### config.mk
export PLATFORM = sky130hd
export DESIGN_NAME = aging_page_replacement
export DESIGN_NICKNAME = d
export VERILOG_FILES = /design/src/sv/aprp_pkg.sv /design/src/sv/aprp_cell.sv /design/src/sv/aprp_ctrl.sv /design/src/sv/aging_page_replacement.sv
export SDC_FILE = /design/constraint.sdc
export NUM_CORES = 2
export LEC_CHECK = 0
export ABC_CLOCK_PERIOD_IN_PS = 8700
export BUFFER_PORTS_ARGS = -buffer_cell sky130_fd_sc_hd__buf_2
export CELL_PAD_IN_SITES_DETAIL_PLACEMENT = 0
export CELL_PAD_IN_SITES_GLOBAL_PLACEMENT = 1
export CORE_UTILIZATION = 45
export CTS_BUF_LIST = sky130_fd_sc_hd__clkbuf_8
export DETAILED_ROUTE_END_ITERATION = 16
export GPL_TIMING_DRIVEN = 0
export PLACE_DENSITY_LB_ADDON = 0.1
export SLEW_MARGIN = 30
export SYNTH_ARGS = -nofsm -noshare
export SYNTH_HDL_FRONTEND = slang
export SYNTH_HIERARCHICAL = 1
export SYNTH_SLANG_ARGS = --single-unit
### constraint.sdc
create_clock -name i_clk -period 8.7 [get_ports i_clk]
set_clock_uncertainty 0.2 [all_clocks]
set_input_delay 0.435 -clock i_clk [delete_from_list [all_inputs] [get_ports i_clk]]
set_output_delay 0.435 -clock i_clk [all_outputs]
set_load 0.1 [all_outputs]
### src/sv/aprp_pkg.sv
`default_nettype none

package aprp_pkg;

    localparam int FRAMES    = 16;
    localparam int PAGE_BITS = 16;
    localparam int AGE_W     = 8;
    localparam int CFG_W     = 5;
    localparam int OUT_IDX_W = 4;

    // Frame index width and a count width that can hold FRAMES itself.
    localparam int IDX_W = (FRAMES > 1) ? $clog2(FRAMES) : 1;
    localparam int CNT_W = $clog2(FRAMES + 1);
    localparam int CMP_W = (CNT_W > CFG_W) ? CNT_W : CFG_W;

    localparam logic [CFG_W-1:0] FRAMES_IN_USE_RST = CFG_W'(16);

    typedef enum logic {
        ST_IDLE,
        ST_SWEEP
    } t_state;

    // Search token handed from cell to cell, one cell per cycle.
    typedef struct packed {
        logic                 vld;
        logic                 found;
        logic [IDX_W-1:0]     where_idx;
        logic                 have_best;
        logic [IDX_W-1:0]     best_idx;
        logic [AGE_W-1:0]     best_age;
        logic [PAGE_BITS-1:0] best_page;
    } t_token;

    // Controls that the controller broadcasts to every cell.
    typedef struct packed {
        logic                 age_en;
        logic [PAGE_BITS-1:0] key;
        logic [CNT_W-1:0]     active_n;
        logic                 load_en;
        logic [IDX_W-1:0]     load_idx;
        logic [PAGE_BITS-1:0] load_page;
    } t_bcast;

endpackage

`default_nettype wire

### src/sv/aprp_cell.sv
`default_nettype none

module aprp_cell (
    input  wire                           i_clk,
    input  wire                           i_rst_n,
    input  wire  [aprp_pkg::IDX_W-1:0]    i_index,
    input  wire  aprp_pkg::t_bcast        i_bcast,
    input  wire  aprp_pkg::t_token        i_tok,
    output aprp_pkg::t_token              o_tok
);
    import aprp_pkg::*;

    logic [PAGE_BITS-1:0] r_page;
    logic                 r_valid;
    logic [AGE_W-1:0]     r_age;
    logic                 r_ref;
    t_token               r_tok;
    t_token               n_tok;

    logic w_active;
    logic w_match;
    logic w_better;
    logic w_load;

    assign w_active = i_tok.vld && (CNT_W'(i_index) < i_bcast.active_n);
    assign w_match  = w_active && r_valid && (r_page == i_bcast.key);
    assign w_load   = i_bcast.load_en && (i_bcast.load_idx == i_index);

    // Smaller counter wins; on equal counters the lower page wins, and a full
    // tie keeps the earlier frame.
    assign w_better = !i_tok.have_best
                   || (r_age < i_tok.best_age)
                   || ((r_age == i_tok.best_age) && (r_page < i_tok.best_page));

    always_comb begin
        n_tok = i_tok;
        if (w_match && !i_tok.found) begin
            n_tok.found     = 1'b1;
            n_tok.where_idx = i_index;
        end
        if (w_active && w_better) begin
            n_tok.have_best = 1'b1;
            n_tok.best_idx  = i_index;
            n_tok.best_age  = r_age;
            n_tok.best_page = r_page;
        end
    end

    always_ff @(posedge i_clk) begin
        if (!i_rst_n) begin
            r_valid <= 1'b0;
            r_age   <= '0;
            r_ref   <= 1'b0;
            r_tok   <= '0;
        end else begin
            if (w_load) begin
                r_valid <= 1'b1;
                r_age   <= '0;
                r_ref   <= 1'b1;
            end else if (i_bcast.age_en) begin
                r_age <= {r_ref, r_age[AGE_W-1:1]};
                r_ref <= 1'b0;
            end else if (w_match) begin
                r_ref <= 1'b1;
            end
            r_tok <= n_tok;
        end
    end

    always_ff @(posedge i_clk) begin
        if (w_load) begin
            r_page <= i_bcast.load_page;
        end
    end

    assign o_tok = r_tok;

endmodule

`default_nettype wire

### src/sv/aprp_ctrl.sv
`default_nettype none

module aprp_ctrl (
    input  wire                           i_clk,
    input  wire                           i_rst_n,
    input  wire                           start,
    output logic                          busy,
    input  wire  [31:0]                   i_tick_stamp,
    input  wire  [15:0]                   i_page_number,
    input  wire                           i_cfg_we,
    input  wire  [aprp_pkg::CFG_W-1:0]    i_cfg_wdata,
    input  wire  aprp_pkg::t_token        i_tok_end,
    output aprp_pkg::t_token              o_tok_start,
    output aprp_pkg::t_bcast              o_bcast,
    output logic                          o_valid,
    output logic                          o_hit,
    output logic [aprp_pkg::OUT_IDX_W-1:0] o_frame_index
);
    import aprp_pkg::*;

    t_state               r_state;
    t_state               n_state;
    logic [CFG_W-1:0]     r_frames_in_use;
    logic [31:0]          r_last_tick;
    logic [CNT_W-1:0]     r_fill;
    logic [PAGE_BITS-1:0] r_key;
    t_token               r_inject;
    logic                 r_out_vld;
    logic                 r_out_hit;
    logic [IDX_W-1:0]     r_out_idx;

    logic                 w_accept;
    logic [CMP_W-1:0]     w_cfg_ext;
    logic [CNT_W-1:0]     w_n;
    logic                 w_done;
    logic                 w_load;
    logic [IDX_W-1:0]     w_where;

    assign w_accept  = start && !busy;
    assign w_cfg_ext = CMP_W'(r_frames_in_use);

    // A count of zero acts as one; a count above the frame total is capped.
    always_comb begin
        priority if (w_cfg_ext == '0) begin
            w_n = CNT_W'(1);
        end else if (w_cfg_ext > CMP_W'(FRAMES)) begin
            w_n = CNT_W'(FRAMES);
        end else begin
            w_n = CNT_W'(w_cfg_ext);
        end
    end

    assign w_done = (r_state == ST_SWEEP) && i_tok_end.vld;

    always_comb begin
        w_load  = 1'b0;
        w_where = i_tok_end.best_idx;
        priority if (i_tok_end.found) begin
            w_where = i_tok_end.where_idx;
        end else if (r_fill < w_n) begin
            w_load  = w_done;
            w_where = r_fill[IDX_W-1:0];
        end else begin
            w_load  = w_done;
        end
    end

    always_comb begin
        n_state = r_state;
        unique case (r_state)
            ST_IDLE:  if (w_accept) n_state = ST_SWEEP;
            ST_SWEEP: if (w_done)   n_state = ST_IDLE;
            default:  n_state = ST_IDLE;
        endcase
    end

    always_comb begin
        unique case (r_state)
            ST_IDLE:  busy = 1'b0;
            ST_SWEEP: busy = 1'b1;
            default:  busy = 1'b1;
        endcase
    end

    always_ff @(posedge i_clk) begin
        if (!i_rst_n) begin
            r_state         <= ST_IDLE;
            r_frames_in_use <= FRAMES_IN_USE_RST;
            r_last_tick     <= '0;
            r_fill          <= '0;
            r_inject        <= '0;
            r_out_vld       <= 1'b0;
        end else begin
            r_state   <= n_state;
            r_out_vld <= w_done;
            if (i_cfg_we) begin
                r_frames_in_use <= i_cfg_wdata;
            end
            if (w_accept) begin
                r_last_tick <= i_tick_stamp;
            end
            if (w_load && !i_tok_end.found && (r_fill < w_n)) begin
                r_fill <= r_fill + CNT_W'(1);
            end
            // The other token fields stay at their reset value of zero.
            r_inject.vld <= w_accept;
        end
    end

    always_ff @(posedge i_clk) begin
        if (w_accept) begin
            r_key <= PAGE_BITS'(i_page_number);
        end
        if (w_done) begin
            r_out_hit <= i_tok_end.found;
            r_out_idx <= w_where;
        end
    end

    // Aging happens at the accept edge when the tick stamp has changed, before the search token enters.
    assign o_bcast.age_en    = w_accept && (i_tick_stamp != r_last_tick);
    assign o_bcast.key       = r_key;
    assign o_bcast.active_n  = w_n;
    assign o_bcast.load_en   = w_load;
    assign o_bcast.load_idx  = w_where;
    assign o_bcast.load_page = r_key;

    assign o_tok_start   = r_inject;
    assign o_valid       = r_out_vld;
    assign o_hit         = r_out_hit;
    assign o_frame_index = OUT_IDX_W'(r_out_idx);

endmodule

`default_nettype wire

### src/sv/aging_page_replacement.sv
// The result strobe follows the accepting edge once the search token, crossing one
// cell a cycle, has passed every cell and then the output register.
// One transaction runs at a time; busy is high while it runs.
// Each result stands for exactly one cycle; the receiver cannot stall it.
// Reset (synchronous, active low) clears all frames to invalid, counters and
// reference bits to zero, the last tick to zero and frames_in_use to 16.
`default_nettype none

module aging_page_replacement (
    input  wire                           i_clk,
    input  wire                           i_rst_n,
    input  wire                           start,
    output logic                          busy,
    input  wire  [31:0]                   i_tick_stamp,
    input  wire  [15:0]                   i_page_number,
    input  wire                           i_cfg_we,
    input  wire  [aprp_pkg::CFG_W-1:0]    i_cfg_wdata,
    output logic                          o_valid,
    output logic                          o_hit,
    output logic [aprp_pkg::OUT_IDX_W-1:0] o_frame_index
);
    import aprp_pkg::*;

    t_token w_tok [FRAMES+1];
    t_bcast w_bcast;

    aprp_ctrl u_ctrl (
        .i_clk         (i_clk),
        .i_rst_n       (i_rst_n),
        .start         (start),
        .busy          (busy),
        .i_tick_stamp  (i_tick_stamp),
        .i_page_number (i_page_number),
        .i_cfg_we      (i_cfg_we),
        .i_cfg_wdata   (i_cfg_wdata),
        .i_tok_end     (w_tok[FRAMES]),
        .o_tok_start   (w_tok[0]),
        .o_bcast       (w_bcast),
        .o_valid       (o_valid),
        .o_hit         (o_hit),
        .o_frame_index (o_frame_index)
    );

    for (genvar g = 0; g < FRAMES; g++) begin : g_cell
        aprp_cell u_cell (
            .i_clk   (i_clk),
            .i_rst_n (i_rst_n),
            .i_index (IDX_W'(g)),
            .i_bcast (w_bcast),
            .i_tok   (w_tok[g]),
            .o_tok   (w_tok[g+1])
        );
    end

endmodule

`default_nettype wire

After elaboration in Yosys (flattened, before gate mapping)
Index checks and enable logic that the tools add are counted.

cells by class
  $mul = 0
  shifts and indexed selects = 0
  order comparisons = 48
  mux-type cells = 89
  div/mod/pow operators = 0
  eq/ne operators = 47
  bitwise operators = 2
  reductions and logical operators = 233
  add/sub/neg operators = 1

operators with widths
  operator                                                                      count
  29-bit two-way mux                                                            15
  16-bit equality test                                                          16
  16-bit less-than comparator                                                   15
  8-bit equality test                                                           15
  8-bit less-than comparator                                                    15
  1-bit logical AND                                                             114
  5-bit two-way mux                                                             18
  2-bit OR reduction                                                            38
  1-bit two-way mux                                                             51
  3-bit nonzero test                                                            16
  4-bit by 5-bit less-than comparator with 1-bit output (first input constant)  8
  4-bit equality test (second input constant)                                   8
  1-bit zero test                                                               32
  32-bit inequality test                                                        1
  1-bit logical OR                                                              30
  28-bit two-way mux                                                            1
  3-bit by 5-bit less-than comparator with 1-bit output (first input constant)  4
  4-bit by 3-bit equality test with 1-bit output (second input constant)        4
  1-bit by 5-bit less-than comparator with 1-bit output (first input constant)  2
  2-bit by 5-bit less-than comparator with 1-bit output (first input constant)  2
  4-bit by 2-bit equality test with 1-bit output (second input constant)        2
  4-bit two-way mux                                                             2
  5-bit by 1-bit adder with 5-bit output (second input constant)                1
  5-bit > comparator (second input constant)                                    1
  7 further kinds                                                               9

storage, ports and cells
  logic and storage cells = 622
  bits in read-only memories = 0
  output and inout bits = 7
  RAM bits = 0
  memories kept = 0
  bits of input ports = 57
  latch bits = 0
  bits in registers = 987

Longest topological paths before layout
  depth after elaboration = 10
  gate-level depth with buffers = 14
  gate-level depth less buffers = 13

Cells and area by module
Netlist, hierarchy kept.

by module, submodules not included
  module                             area an instance (sq um)  times used  cells an instance
  aprp_cell at g_cell[0].u_cell ...  4048.9                    15          460
  aprp_cell at g_cell[9].u_cell      4032.6                    1           462
  aprp_ctrl                          3315.7                    1           342
  aging_page_replacement             7.5                       1           2

Worst setup path before layout
OpenSTA, ideal clock, no wires.

  path kind = register to register
  start = register u_ctrl.r_frames_in_use[4]
  end = register g_cell[11].u_cell.r_age[0]
  required time = 8385 ps
  stages on the path, launching flop included = 14
  path buffers = 1
  data arrival time = 4179 ps
  period minus slack after synthesis = 4494 ps
  slack = 4206 ps
  cells stage by stage = dfxtp_1 inv_1 nand2_1 ha_1 nand2_2 o21a_1 a21boi_4 nand2b_1 a21oi_1 xor2_1 nor4_2 nand2b_1 buf_2 nor2_1

RTL lines
  item                      line             source
  start: declaration        aprp_ctrl.sv:23  logic [CFG_W-1:0] r_frames_in_use;
  start signal: assignment  aprp_ctrl.sv:97  r_frames_in_use <= i_cfg_wdata;
  end signal: assignment    aprp_cell.sv:61  r_age <= {r_ref, r_age[AGE_W-1:1]};
  end: declaration          aprp_cell.sv:15  logic [AGE_W-1:0] r_age;

==> flow_summary.json <==
{
  "run_status": "finished, final reports clean",
  "clock-sinks": 1017,
  "syn-instance-count": 7496,
  "cts_inserted_buffers": 182,
  "critical_path.startpoint_type": "flop",
  "port-buffer-count": 61,
  "worst-path-max-fanout": 17,
  "worstSetupPathType": "reg -> reg",
  "die_area_um2": 149000,
  "cts.root.buffer_cell": "sky130_fd_sc_hd__clkbuf_8",
  "worst_slack_ns": 4.29,
  "cts-resized-gates": 0,
  "powerDensity_nw_per_um2": 145,
  "global_route.overflow_total": 0,
  "detailroute.via_count": 61100,
  "max_slew_violation_count": 0,
  "max-clock-path-buffers": 3,
  "detail_route.wl_per_cell_um": 22.5,
  "final_number_of_setup_violating_endpoints": 0,
  "cts_tree": "done",
  "final-seq-area_um2": 23100,
  "synth.cell_area_um2": 66400,
  "die_width_um": 386,
  "ys.warnings.count": 6,
  "fmaxAchievable_mhz": 227,
  "wire_length_after_detailed_routing_mm": 230,
  "cp_max_delay_cell": "sky130_fd_sc_hd__nor4_4",
  "layout_worst_path_cycle_share_pct": 50.7,
  "ir_worst_vdd_mv": 0.125,
  "global_route.peak_usage_layer": "met2",
  "timing.critical_path.required_ns": 9.27,
  "post-dp-hpwl_mm": 169,
  "min_period_ns": 4.41,
  "tightest_slew_ns": 1.05,
  "drt_first_pass_iters": 6,
  "drc": 0,
  "weighted_congestion_at_the_end_of_routability_driven_global_placement": 0.885,
  "avgSynthCellArea_um2": 8.86,
  "critical_path_capture_point_type": "flop",
  "crit_path_cell_trace": "inv_1 -> nand2_1 -> ha_1 -> a21oi_1 -> o21a_1 -> a21boi_4 -> mux2_1 -> mux2_2 -> xor2_1 -> nor4_4 -> buf_4 -> nand2b_1 -> buf_2 -> nor2_1",
  "grt_first_pass_wirelength_mm": 350,
  "worst_r2r_path_depth": 14,
  "hold_crit_path_type": "in -> reg",
  "detailedRoute.firstIterationViolations": 5266,
  "cts_clk_pin_slew_worst_paths_ns": 0.06,
  "rsz_0062_raised_after_global_routing": "no",
  "global_route.usage.total_pct": 30.1,
  "coreArea_um2": 146000,
  "multi_input_comb_area_um2": 39000,
  "timing.hold.worst_path_depth": 2,
  "antenna_violating_nets_post_route": 0,
  "routed_via_density": 5.98,
  "count_of_maximum_capacitance_violations": 0,
  "clock_tree.htree_level_count": 4,
  "globalRouteMet1Util_pct": 43.5,
  "initial_core_util_pct": 45.5,
  "worst_slew_margin_rel_pct": 29.7,
  "global_route.usage.met2_pct": 46.4,
  "crit_path_largest_cell_delay_ns": 0.73,
  "final_net_count": 8608,
  "fraction_of_met3_tracks_used_by_global_routing_pct": 4.19,
  "filler_cell_count": 13900,
  "flow.area_growth_from_synthesis_pct": 14.6,
  "vias_in_the_first_global_route": 58100,
  "total_number_of_placement_rows": 140,
  "timing.critical_path.arrival_ns": 4.99,
  "antenna_violations_before_repair": 10,
  "final_hold_violation_count": 0,
  "die_height_um": 386,
  "design.portCount": 64,
  "grt_max_degree": 49,
  "place_worst_setup_slack_ns": 4.32,
  "layout_cell_share_with_drive_strength_beyond_1_pct": 11.1,
  "worst_skew_pair.late_latency_ns": 0.91,
  "p_leak_uw": 0.0260,
  "fin_tns_setup_ns": 0
}
per-stage QoR:
stage / power (uW) / util, % / cell area [um^2] / hold WS [ns] / cells
2_1_floorplan: 5640 / - / 67200 / 0.220 / 7719
5_1_grt: 11500 / 52.1 / 76100 / 0.0735 / 10200
6_report: 11100 / 52.1 / 76100 / 0.121 / 10200
4_1_cts: 11200 / 52.1 / 76100 / 0.0242 / 10200
3_3_place_gp: 5960 / 47.9 / 69900 / 0.239 / 9697
3_5_place_dp: 6010 / 48.6 / 70900 / 0.254 / 9764
worst max-delay path, delay by kind of cell, from the launching register on:
| family | cells | cell delay (ns) |
|---|---|---|
| compound gates | 3 | 0.58 |
| fa+ha+maj | 1 | 0.32 |
| xor+xnor | 1 | 0.26 |
| simple gates | 4 | 1.05 |
| mux | 2 | 0.84 |
| flops | 1 | 0.34 |
| buf+inv | 3 | 0.66 |
flip-flops by register name, indices dropped and copies added (netlist names):
name and flops:
g_cell.u_cell/o_tok 535, g_cell.u_cell/r_valid 16, u_ctrl/o_tok_start 1, u_ctrl/o_hit 1
u_ctrl/o_frame_index 4, u_ctrl/o_valid 1, g_cell.u_cell/r_page 256, u_ctrl/r_last_tick 32
g_cell.u_cell/r_ref 16, u_ctrl/r_key 16, g_cell.u_cell/r_age 128, u_ctrl/r_state 1
u_ctrl/r_fill 5, u_ctrl/r_frames_in_use 5
final cells by class:
| cell class | instances | share of cell area (%) |
|---|---|---|
| buffer | 738 | 4.69 |
| multi-input combinational | 5512 | 51.2 |
| tap | 1917 | 3.15 |
| inverter | 452 | 2.23 |
| timing repair buffer | 227 | 2.80 |
| clock buffer | 232 | 4.19 |
| sequential | 1017 | 30.4 |
| clock inverter | 108 | 1.29 |
| antenna | 4 | 0.0131 |
cell usage in the layout (no fill, tap or decap), types with 18 or more instances in the layout:
master and count:
sky130_fd_sc_hd__a211oi_1 440, sky130_fd_sc_hd__a21boi_0 42, sky130_fd_sc_hd__a21o_1 62, sky130_fd_sc_hd__a21oi_1 150
sky130_fd_sc_hd__a32oi_1 424, sky130_fd_sc_hd__and2_1 459, sky130_fd_sc_hd__and4_1 33, sky130_fd_sc_hd__buf_1 47
sky130_fd_sc_hd__buf_2 317, sky130_fd_sc_hd__buf_4 147, sky130_fd_sc_hd__buf_6 21, sky130_fd_sc_hd__buf_8 20
sky130_fd_sc_hd__bufinv_16 18, sky130_fd_sc_hd__clkbuf_1 308, sky130_fd_sc_hd__clkbuf_8 232, sky130_fd_sc_hd__clkinv_2 35
sky130_fd_sc_hd__conb_1 226, sky130_fd_sc_hd__dfxtp_1 740, sky130_fd_sc_hd__dlygate4sd3_1 98, sky130_fd_sc_hd__edfxtp_1 277
sky130_fd_sc_hd__ha_1 421, sky130_fd_sc_hd__inv_1 490, sky130_fd_sc_hd__mux2i_1 200, sky130_fd_sc_hd__nand2_1 693
sky130_fd_sc_hd__nand2b_1 37, sky130_fd_sc_hd__nand3_1 77, sky130_fd_sc_hd__nand4_1 25, sky130_fd_sc_hd__nor2_1 178
sky130_fd_sc_hd__nor2b_1 71, sky130_fd_sc_hd__nor3_1 33, sky130_fd_sc_hd__nor4_1 18, sky130_fd_sc_hd__nor4_2 32
sky130_fd_sc_hd__nor4_4 32, sky130_fd_sc_hd__o211ai_1 866, sky130_fd_sc_hd__o21a_1 49, sky130_fd_sc_hd__o21ai_0 458
sky130_fd_sc_hd__o21ai_1 48, sky130_fd_sc_hd__xnor2_1 64, sky130_fd_sc_hd__xor2_1 289
power breakdown:
part / internal (uW) / switching (uW)
Clock: 2940 / 2150
Combinational: 331 / 690
Sequential: 4910 / 43.6
metal layers:
metal  up-vias  routed length (um)  part of all wire, %
met2      2240              102000                   44
li1      28900                   -                    -
met3       360               14800                  6.4
met1     29500              108000                   47
met5         -                   0                    0
met4         0                5760                  2.5
path summary, 6_finish.rpt:
| kind | slack, ns | endpoint | start |
|---|---|---|---|
| max | 4.29 | g_cell[3].u_cell/r_age[5]$_SDFFE_PP0P_ | u_ctrl/r_frames_in_use[4]$_SDFFE_PN1P_ |
| min | 0.12 | u_ctrl/r_key[8]$_DFFE_PP_ | i_page_number[8] |
| max reg2reg | 4.29 | g_cell[3].u_cell/r_age[5]$_SDFFE_PP0P_ | u_ctrl/r_frames_in_use[4]$_SDFFE_PN1P_ |
| min reg2reg | 0.27 | g_cell[13].u_cell/o_tok[30]$_SDFF_PN0_ | g_cell[12].u_cell/o_tok[30]$_SDFF_PN0_ |
what timing repair did:
action | in CTS | in global routing
hold buffers | 99 | 0
setup buffers | 0 | 0
hold endpoints to repair | 496 | 0
(Power assumes the default switching activity.)
